$ cat src/hdl/detector_pad_hit_lookup_defines.svh
// ----------------------------------------------------------------------------
// Assertion macros for the pad hit lookup
// Implication checks on the clock, switched off by NO_ASSERTIONS.
// ----------------------------------------------------------------------------
`ifndef DETECTOR_PAD_HIT_LOOKUP_DEFINES_SVH
`define DETECTOR_PAD_HIT_LOOKUP_DEFINES_SVH
`ifndef NO_ASSERTIONS
// same-cycle implication
`define DPHL_ASSERT_IMPL(lbl, clk, rstn, ante, cons) \
	lbl: assert property (@(posedge clk) disable iff (!rstn) (ante) |-> (cons)) \
	else $error("same-cycle implication failed");
// next-cycle implication
`define DPHL_ASSERT_NEXT(lbl, clk, rstn, ante, cons) \
	lbl: assert property (@(posedge clk) disable iff (!rstn) (ante) |=> (cons)) \
	else $error("next-cycle implication failed");
`else
`define DPHL_ASSERT_IMPL(lbl, clk, rstn, ante, cons)
`define DPHL_ASSERT_NEXT(lbl, clk, rstn, ante, cons)
`endif
`endif

$ cat src/hdl/dphl_pkg.sv
// ----------------------------------------------------------------------------
// dphl_pkg
// Types, codes and defaults shared by the pad hit lookup modules.
// ----------------------------------------------------------------------------
`default_nettype none
package dphl_pkg;

	// default geometry
	localparam int MAX_COLUMNS_DEF = 128;
	localparam int MAX_ROWS_DEF    = 128;
	localparam int CORNERS_DEF     = 4;
	localparam int COORD_BITS      = 16;
	localparam int PN_W            = 14;   // pad number width

	// item queue between front and back
	localparam int QDEPTH = 2;
	localparam int QPTR_W = $clog2(QDEPTH);
	localparam int QCNT_W = $clog2(QDEPTH + 1);

	// commands
	localparam logic CMD_LOAD  = 1'b0;
	localparam logic CMD_QUERY = 1'b1;

	// register indexes
	localparam logic [2:0] REG_COLUMNS = 3'd0;
	localparam logic [2:0] REG_ROWS    = 3'd1;
	localparam logic [2:0] REG_REF_ROW = 3'd2;
	localparam logic [2:0] REG_SPLIT_N = 3'd3;
	localparam logic [2:0] REG_SPLIT_X = 3'd4;

	typedef struct packed {
		logic                          command;
		logic [6:0]                    pad_column;
		logic [6:0]                    pad_row;
		logic [1:0]                    corner_index;
		logic signed [COORD_BITS-1:0]  coord_x;
		logic signed [COORD_BITS-1:0]  coord_y;
		logic                          inside_side;
		logic                          pad_enable;
	} in_item_t;

	typedef struct packed {
		logic            hit_found;
		logic [6:0]      hit_column;
		logic [6:0]      hit_row;
		logic [PN_W-1:0] hit_pad_number;
	} result_t;

	typedef struct packed {
		logic [7:0]                   columns_in_use;
		logic [7:0]                   rows_in_use;
		logic [6:0]                   reference_row;
		logic [PN_W-1:0]              split_pad_number;
		logic signed [COORD_BITS-1:0] split_x;
	} cfg_t;

	typedef struct packed {
		logic signed [COORD_BITS-1:0] x;
		logic signed [COORD_BITS-1:0] y;
		logic                         flag;
	} corner_t;

	// queue head seen by the back end
	typedef struct packed {
		logic     valid;
		in_item_t item;
	} q_head_t;

	// back end status seen by the front end
	typedef struct packed {
		logic pop;
		logic clearing;
	} bk_stat_t;

endpackage
`default_nettype wire

$ cat src/hdl/dphl_front.sv
// ----------------------------------------------------------------------------
// dphl_front
// Accepts items, drops out-of-range loads and queues the rest for the back end.
// ----------------------------------------------------------------------------
`default_nettype none
module dphl_front #(
	parameter int MAX_COLUMNS = dphl_pkg::MAX_COLUMNS_DEF,
	parameter int MAX_ROWS    = dphl_pkg::MAX_ROWS_DEF,
	parameter int CORNERS     = dphl_pkg::CORNERS_DEF
) (
	input  wire logic               clk,
	input  wire logic               arst_n,
	input  wire logic               start,
	output logic                    busy,
	input  wire dphl_pkg::in_item_t item,
	input  wire dphl_pkg::bk_stat_t stat,
	output dphl_pkg::q_head_t       head
);

	dphl_pkg::in_item_t              ent_q [dphl_pkg::QDEPTH];
	logic [dphl_pkg::QPTR_W-1:0]     wr_q, rd_q;
	logic [dphl_pkg::QCNT_W-1:0]     count_q;
	logic                            accept, keep, push;

	// classify: queries always pass, loads only when in range
	assign busy   = (count_q == dphl_pkg::QCNT_W'(dphl_pkg::QDEPTH)) | stat.clearing;
	assign accept = start & ~busy;
	assign keep   = (item.command == dphl_pkg::CMD_QUERY) ||
		((32'(item.corner_index) < CORNERS) && (32'(item.pad_column) < MAX_COLUMNS) &&
		 (32'(item.pad_row) < MAX_ROWS));
	assign push   = accept & keep;

	assign head.valid = (count_q != '0);
	assign head.item  = ent_q[rd_q];

	// queue payload
	always_ff @(posedge clk) begin
		if (push) begin
			ent_q[wr_q] <= item;
		end
	end

	// queue pointers
	always_ff @(posedge clk or negedge arst_n) begin
		if (!arst_n) begin
			wr_q    <= '0;
			rd_q    <= '0;
			count_q <= '0;
		end else begin
			if (push) begin
				wr_q <= wr_q + dphl_pkg::QPTR_W'(1);
			end
			if (stat.pop) begin
				rd_q <= rd_q + dphl_pkg::QPTR_W'(1);
			end
			count_q <= count_q + dphl_pkg::QCNT_W'(push) - dphl_pkg::QCNT_W'(stat.pop);
		end
	end

endmodule
`default_nettype wire

$ cat config.mk
export PLATFORM = sky130hd
export DESIGN_NAME = dphl_front
export DESIGN_NICKNAME = d
export VERILOG_FILES = /design/src/hdl/detector_pad_hit_lookup_defines.svh /design/src/hdl/dphl_pkg.sv /design/src/hdl/dphl_front.sv
export SDC_FILE = /design/constraint.sdc
export NUM_CORES = 1
export LEC_CHECK = 0
export BUFFER_PORTS_ARGS = -buffer_cell sky130_fd_sc_hd__buf_2
export CORE_MARGIN = 10
export CORE_UTILIZATION = 26
export CTS_BUF_LIST = sky130_fd_sc_hd__clkbuf_2
export DETAILED_ROUTE_END_ITERATION = 8
export HOLD_SLACK_MARGIN = 0.1
export SYNTH_ARGS = -nofsm -noshare
export SYNTH_HDL_FRONTEND = slang
export SYNTH_SLANG_ARGS = --single-unit
export TNS_END_PERCENT = 20
$ cat constraint.sdc
create_clock -name clk -period 6.15 [get_ports clk]
set_input_delay 0.615 -clock clk [delete_from_list [all_inputs] [get_ports clk]]
set_output_delay 0.615 -clock clk [all_outputs]
set_load 0.02 [all_outputs]
### Word-level counts from Yosys, hierarchy flattened

Memories as Yosys holds them, arrays and structs flattened.
Index checks and enable logic that the tools add are counted.

| cells by class | value |
|---|---|
| muxes and demuxes | 2 |
| bitwise gates (word level) | 3 |
| $add $sub $neg | 4 |
| eq/ne operators | 1 |
| reduce and logical (&&, ||, !) cells | 1 |

Operators by type and width:

| cell | number |
|---|---|
| $add 1x1->1 const B | 2 |
| $add 2x1->2 | 1 |
| $eq 2x2->1 const B | 1 |
| $mux 1 | 2 |
| $reduce_bool 2->1 | 1 |
| $sub 2x1->2 | 1 |
| $and 1x1->1 | 1 |
| $not 1->1 | 1 |
| $or 1x1->1 | 1 |

| storage, ports and cells | value |
|---|---|
| bits in registers | 4 |
| memories kept | 1 |
| input bits | 56 |
| logic and storage cells | 15 |
| memory bits (writable) | 102 |

Memories:

| memory | depth | bits a word | read ports | clocked after Yosys merged registers in | wr ports | line | text |
|---|---|---|---|---|---|---|---|
| ent_q | 2 | 51 | 1 | 0 | 1 | dphl_front.sv:20 | `dphl_pkg::in_item_t ent_q [dphl_pkg::QDEPTH];` |

### Longest topological paths before layout

| logic depth | value |
|---|---|
| word-level depth | 6 |
| depth in mapped cells | 7 |

### Worst setup path after synthesis

No wires, ideal clock.

| timing | value |
|---|---|
| path type | input to register |
| start | input stat[0] in the netlist's numbering |
| end | memory ent_q[0][0] in the netlist's numbering, enable pin |
| buffers on the path | 0 |
| library setup time | 460 ps |
| stages | 2 |
| data arrival time | 3,002 ps |
| slack | 2,688 ps |
| data required time | 5,690 ps |
| path through | nand3b_1 -> nor2_1 |

| on the way | value |
|---|---|
| word-level cells in the longest chain between the ends | 5 |

Ends and longest elaborated chain:

| what | line | text |
|---|---|---|
| start: declaration | dphl_front.sv:16 | `input wire dphl_pkg::bk_stat_t stat,` |
| $or 1x1->1 | dphl_front.sv:26 | `assign busy = (count_q == dphl_pkg::QCNT_W'(dphl_pkg::QDEPTH)) \| stat.clearing;` |
| $not 1->1 | dphl_front.sv:27 | `assign accept = start & ~busy;` |
| $and 1x1->1 | dphl_front.sv:27 |  |
| $mux 1 | dphl_front.sv:38 | `if (push) begin` |
| $mux 1 (not written as such) | dphl_front.sv:39 | `ent_q[wr_q] <= item;` |
| end: declaration | dphl_front.sv:20 |  |

Every way passes these cells.

==> reports/results.txt <==
status: finished clean
Setup crit end kind: output port
Clock Power Share: 19.2%
IO Pins: 109
overall routing resource usage: 7.96%
Reg clk slew, reported paths: 0.27 ns
crit path time final: 2.95 ns
Worst EP required: 5.53 ns
H-Tree Depth: 3
Root Driver: clkbuf_2
FP Rows: 46
placed cell count: 497
final setup violation count: 0
vias post-DR: 2115
CTS resizes: 0
GRT Residual Overflow: 0
Leakage: 2.15 nW
Layout fillers: 1525
drt drc: 0
worst path cell trace: mux2_4 -> buf_2
Reg area: 0.00317 mm²
Critical Path Source Type: register
register area share after synthesis: 76.5%
TNS Setup: 0 ns
nets: 394
WL final: 8.22 mm
layout cells sized above 1: 53.1%
Layout Utilization: 34.8%
RSZ-0062 raised after global routing: no
DR iter-0 viols: 89
clk_lat worst skew: 0.61 ns
share of power burned in registers: 48.5%
area leader, netlist: edfxtp_1
Synth Cell Area: 0.00413 mm²
Vias/cell: 3.79
Setup Buffers After CTS: 0
Peak VDD IR: 0.272 mV
die footprint: 0.0213 mm²
Num CTS Buffers: 9
PwrDens: 385 mW/mm²
Tightest Pin Transition: 0.994 ns
final setup margin: 3.20 ns
hold_ws: 0.197 ns
CTS tree: yes
fmax: 339 MHz
post-synth top area share: 74.1%
core area: 0.0157 mm²
P&R area growth vs syn: 32.4%
CP delay by family, top: flip-flops
CP max FO: 52
initial antenna violation count: 1
I/O Buffers: 108
Post-Route Skew: 0.0242 ns
critical setup path kind: register to output port
post-route ant nets: 0
Final Slew Violations: 0
Synth area leaders: edfxtp_1 74%, mux2_4 18%, buf_12 2.4%, dfrtp_1 2.4%, xnor2_1 0.64%
Final Instance Count excl. Fillers: 558
Clock Tree Buf Depth: 2
DR WL/cell: 14.7 µm
most common cell after layout, fill and taps aside: buf_2
first-pass GRT wire length: 13.0 mm
Syn Area/Cell: 23.4 µm²
Arr. time, crit path: 2.33 ns
largest stage delay on the critical path: 1.10 ns
DP HPWL: 5.46 mm
Fin. Hold Viols: 0
Netlist cell types: 14
vias in the first global route: 2363
Placer Congestion: 0.601
largest net degree at the start of global routing: 53
clock sinks: 106
switching part of the total: 31.8%
synth warn: 0
crit share post-route: 48.0%
DR pass1 iterations: 4
Post-Syn Instances: 177
Critical-path top delay cell: dfrtp_4
Logic pwr share: 32.3%
Min-Delay Path Class: primary input to register
max_cap viols: 0
post-synthesis register bit count: 106
DP Worst Slack: 3.85 ns
Power Internal: 0.00144 W
Rel. slew slack: 33.7%
total nets after synthesis: 235
WP buf/inv: 1
multi-input logic area: 867 µm²
Die Y-Extent: 146 µm
Die Width: 146 µm
Psw: 0.000670 W
Starting Density: 26.3%
commonest cells after routing, fill and taps aside: 108 x buf_2, 102 x edfxtp_1, 49 x mux2_4
-- cells by family (layout without fill, tap and decap cells) --
| family | count (synthesis) | after routing | synth area share (%) |
|---|---|---|---|
| flops | 106 | 106 | 76.5 |
| other cells | 0 | 1 | 0 |
| fa+ha+maj | 2 | 2 | 0.605 |
| simple gates | 6 | 6 | 0.817 |
| mux | 51 | 51 | 18.3 |
| xor+xnor | 4 | 4 | 0.848 |
| buf+inv | 8 | 172 | 2.88 |
-- registers in the layout, indices dropped and copies added (netlist names) --
register / flops
ent_q: 102
wr_q: 1
rd_q: 1
count_q: 2
-- cell usage after synthesis (all sizes together) --
master and number:
buf 6, xor2 1, edfxtp 102, or2 1, nand2b 2, inv 2, ha 2, mux2 51
dfrtp 4, nor2 2, xnor2 3, nand3b 1
-- area by class of cell --
cell class	count	share of cell area, %
sequential	106	57.8
tap	216	4.94
clock buffer	10	0.914
antenna	1	0.0457
inverter	2	0.137
clock inverter	6	2.10
multi-input combinational	63	15.8
timing repair buffer	154	18.2
-- metrics by stage --
step | instance area [µm²] | power (W)
after floorplan | 4130 | 0.00157
after global placement | 4870 | 0.00171
after detailed placement | 4870 | 0.00172
after CTS | 5270 | 0.00214
after global routing | 5480 | 0.00223
final | 5480 | 0.00211
-- metal layers --
layer,GRT usage [%],part of all wire [%],vias to the layer above
met5,0,0,-
met4,4.50,2.3,0
met3,2.81,4.9,12
met2,14.0,53,58
met1,8.09,40,1039
li1,-,-,1006
-- worst register-to-register path, cell delays in order, from the launching register on --
cell and delay, ns:
dfrtp_1 0.47, nand2b_1 0.11, nand3b_1 0.28, nor2_4 0.15, buf_4 0.59
-- repair_timing --
action                                  CTS  global route
endpoints found under the hold margin    47            38
hold buffers                             24            20
endpoints found under the setup margin    0             0
-- power by group through the flow --
stage	sequential, W	combinational [W]	clock (W)
6_report	0.00102	0.000679	0.000404
5_1_grt	0.00105	0.000729	0.000458
4_1_cts	0.00103	0.000690	0.000424
3_5_place_dp	0.00105	0.000676	0
3_3_place_gp	0.00104	0.000669	0
2_1_floorplan	0.000943	0.000625	0
-- path summary, 6_finish.rpt --
kind                       startpoint           end  slack (ns)  depth (start not counted)
setup / recovery                 rd_q      head[29]        3.20                          2
hold / removal               item[41]  ent_q[1][41]        0.20                          1
setup reg to reg           count_q[1]   ent_q[1][7]        4.17                          4
hold reg to reg            count_q[1]    count_q[1]        0.53                          1
max in group asynchronous      arst_n          rd_q        5.72                          2
min in group asynchronous      arst_n          rd_q        0.30                          2
(Power assumes the default switching activity.)
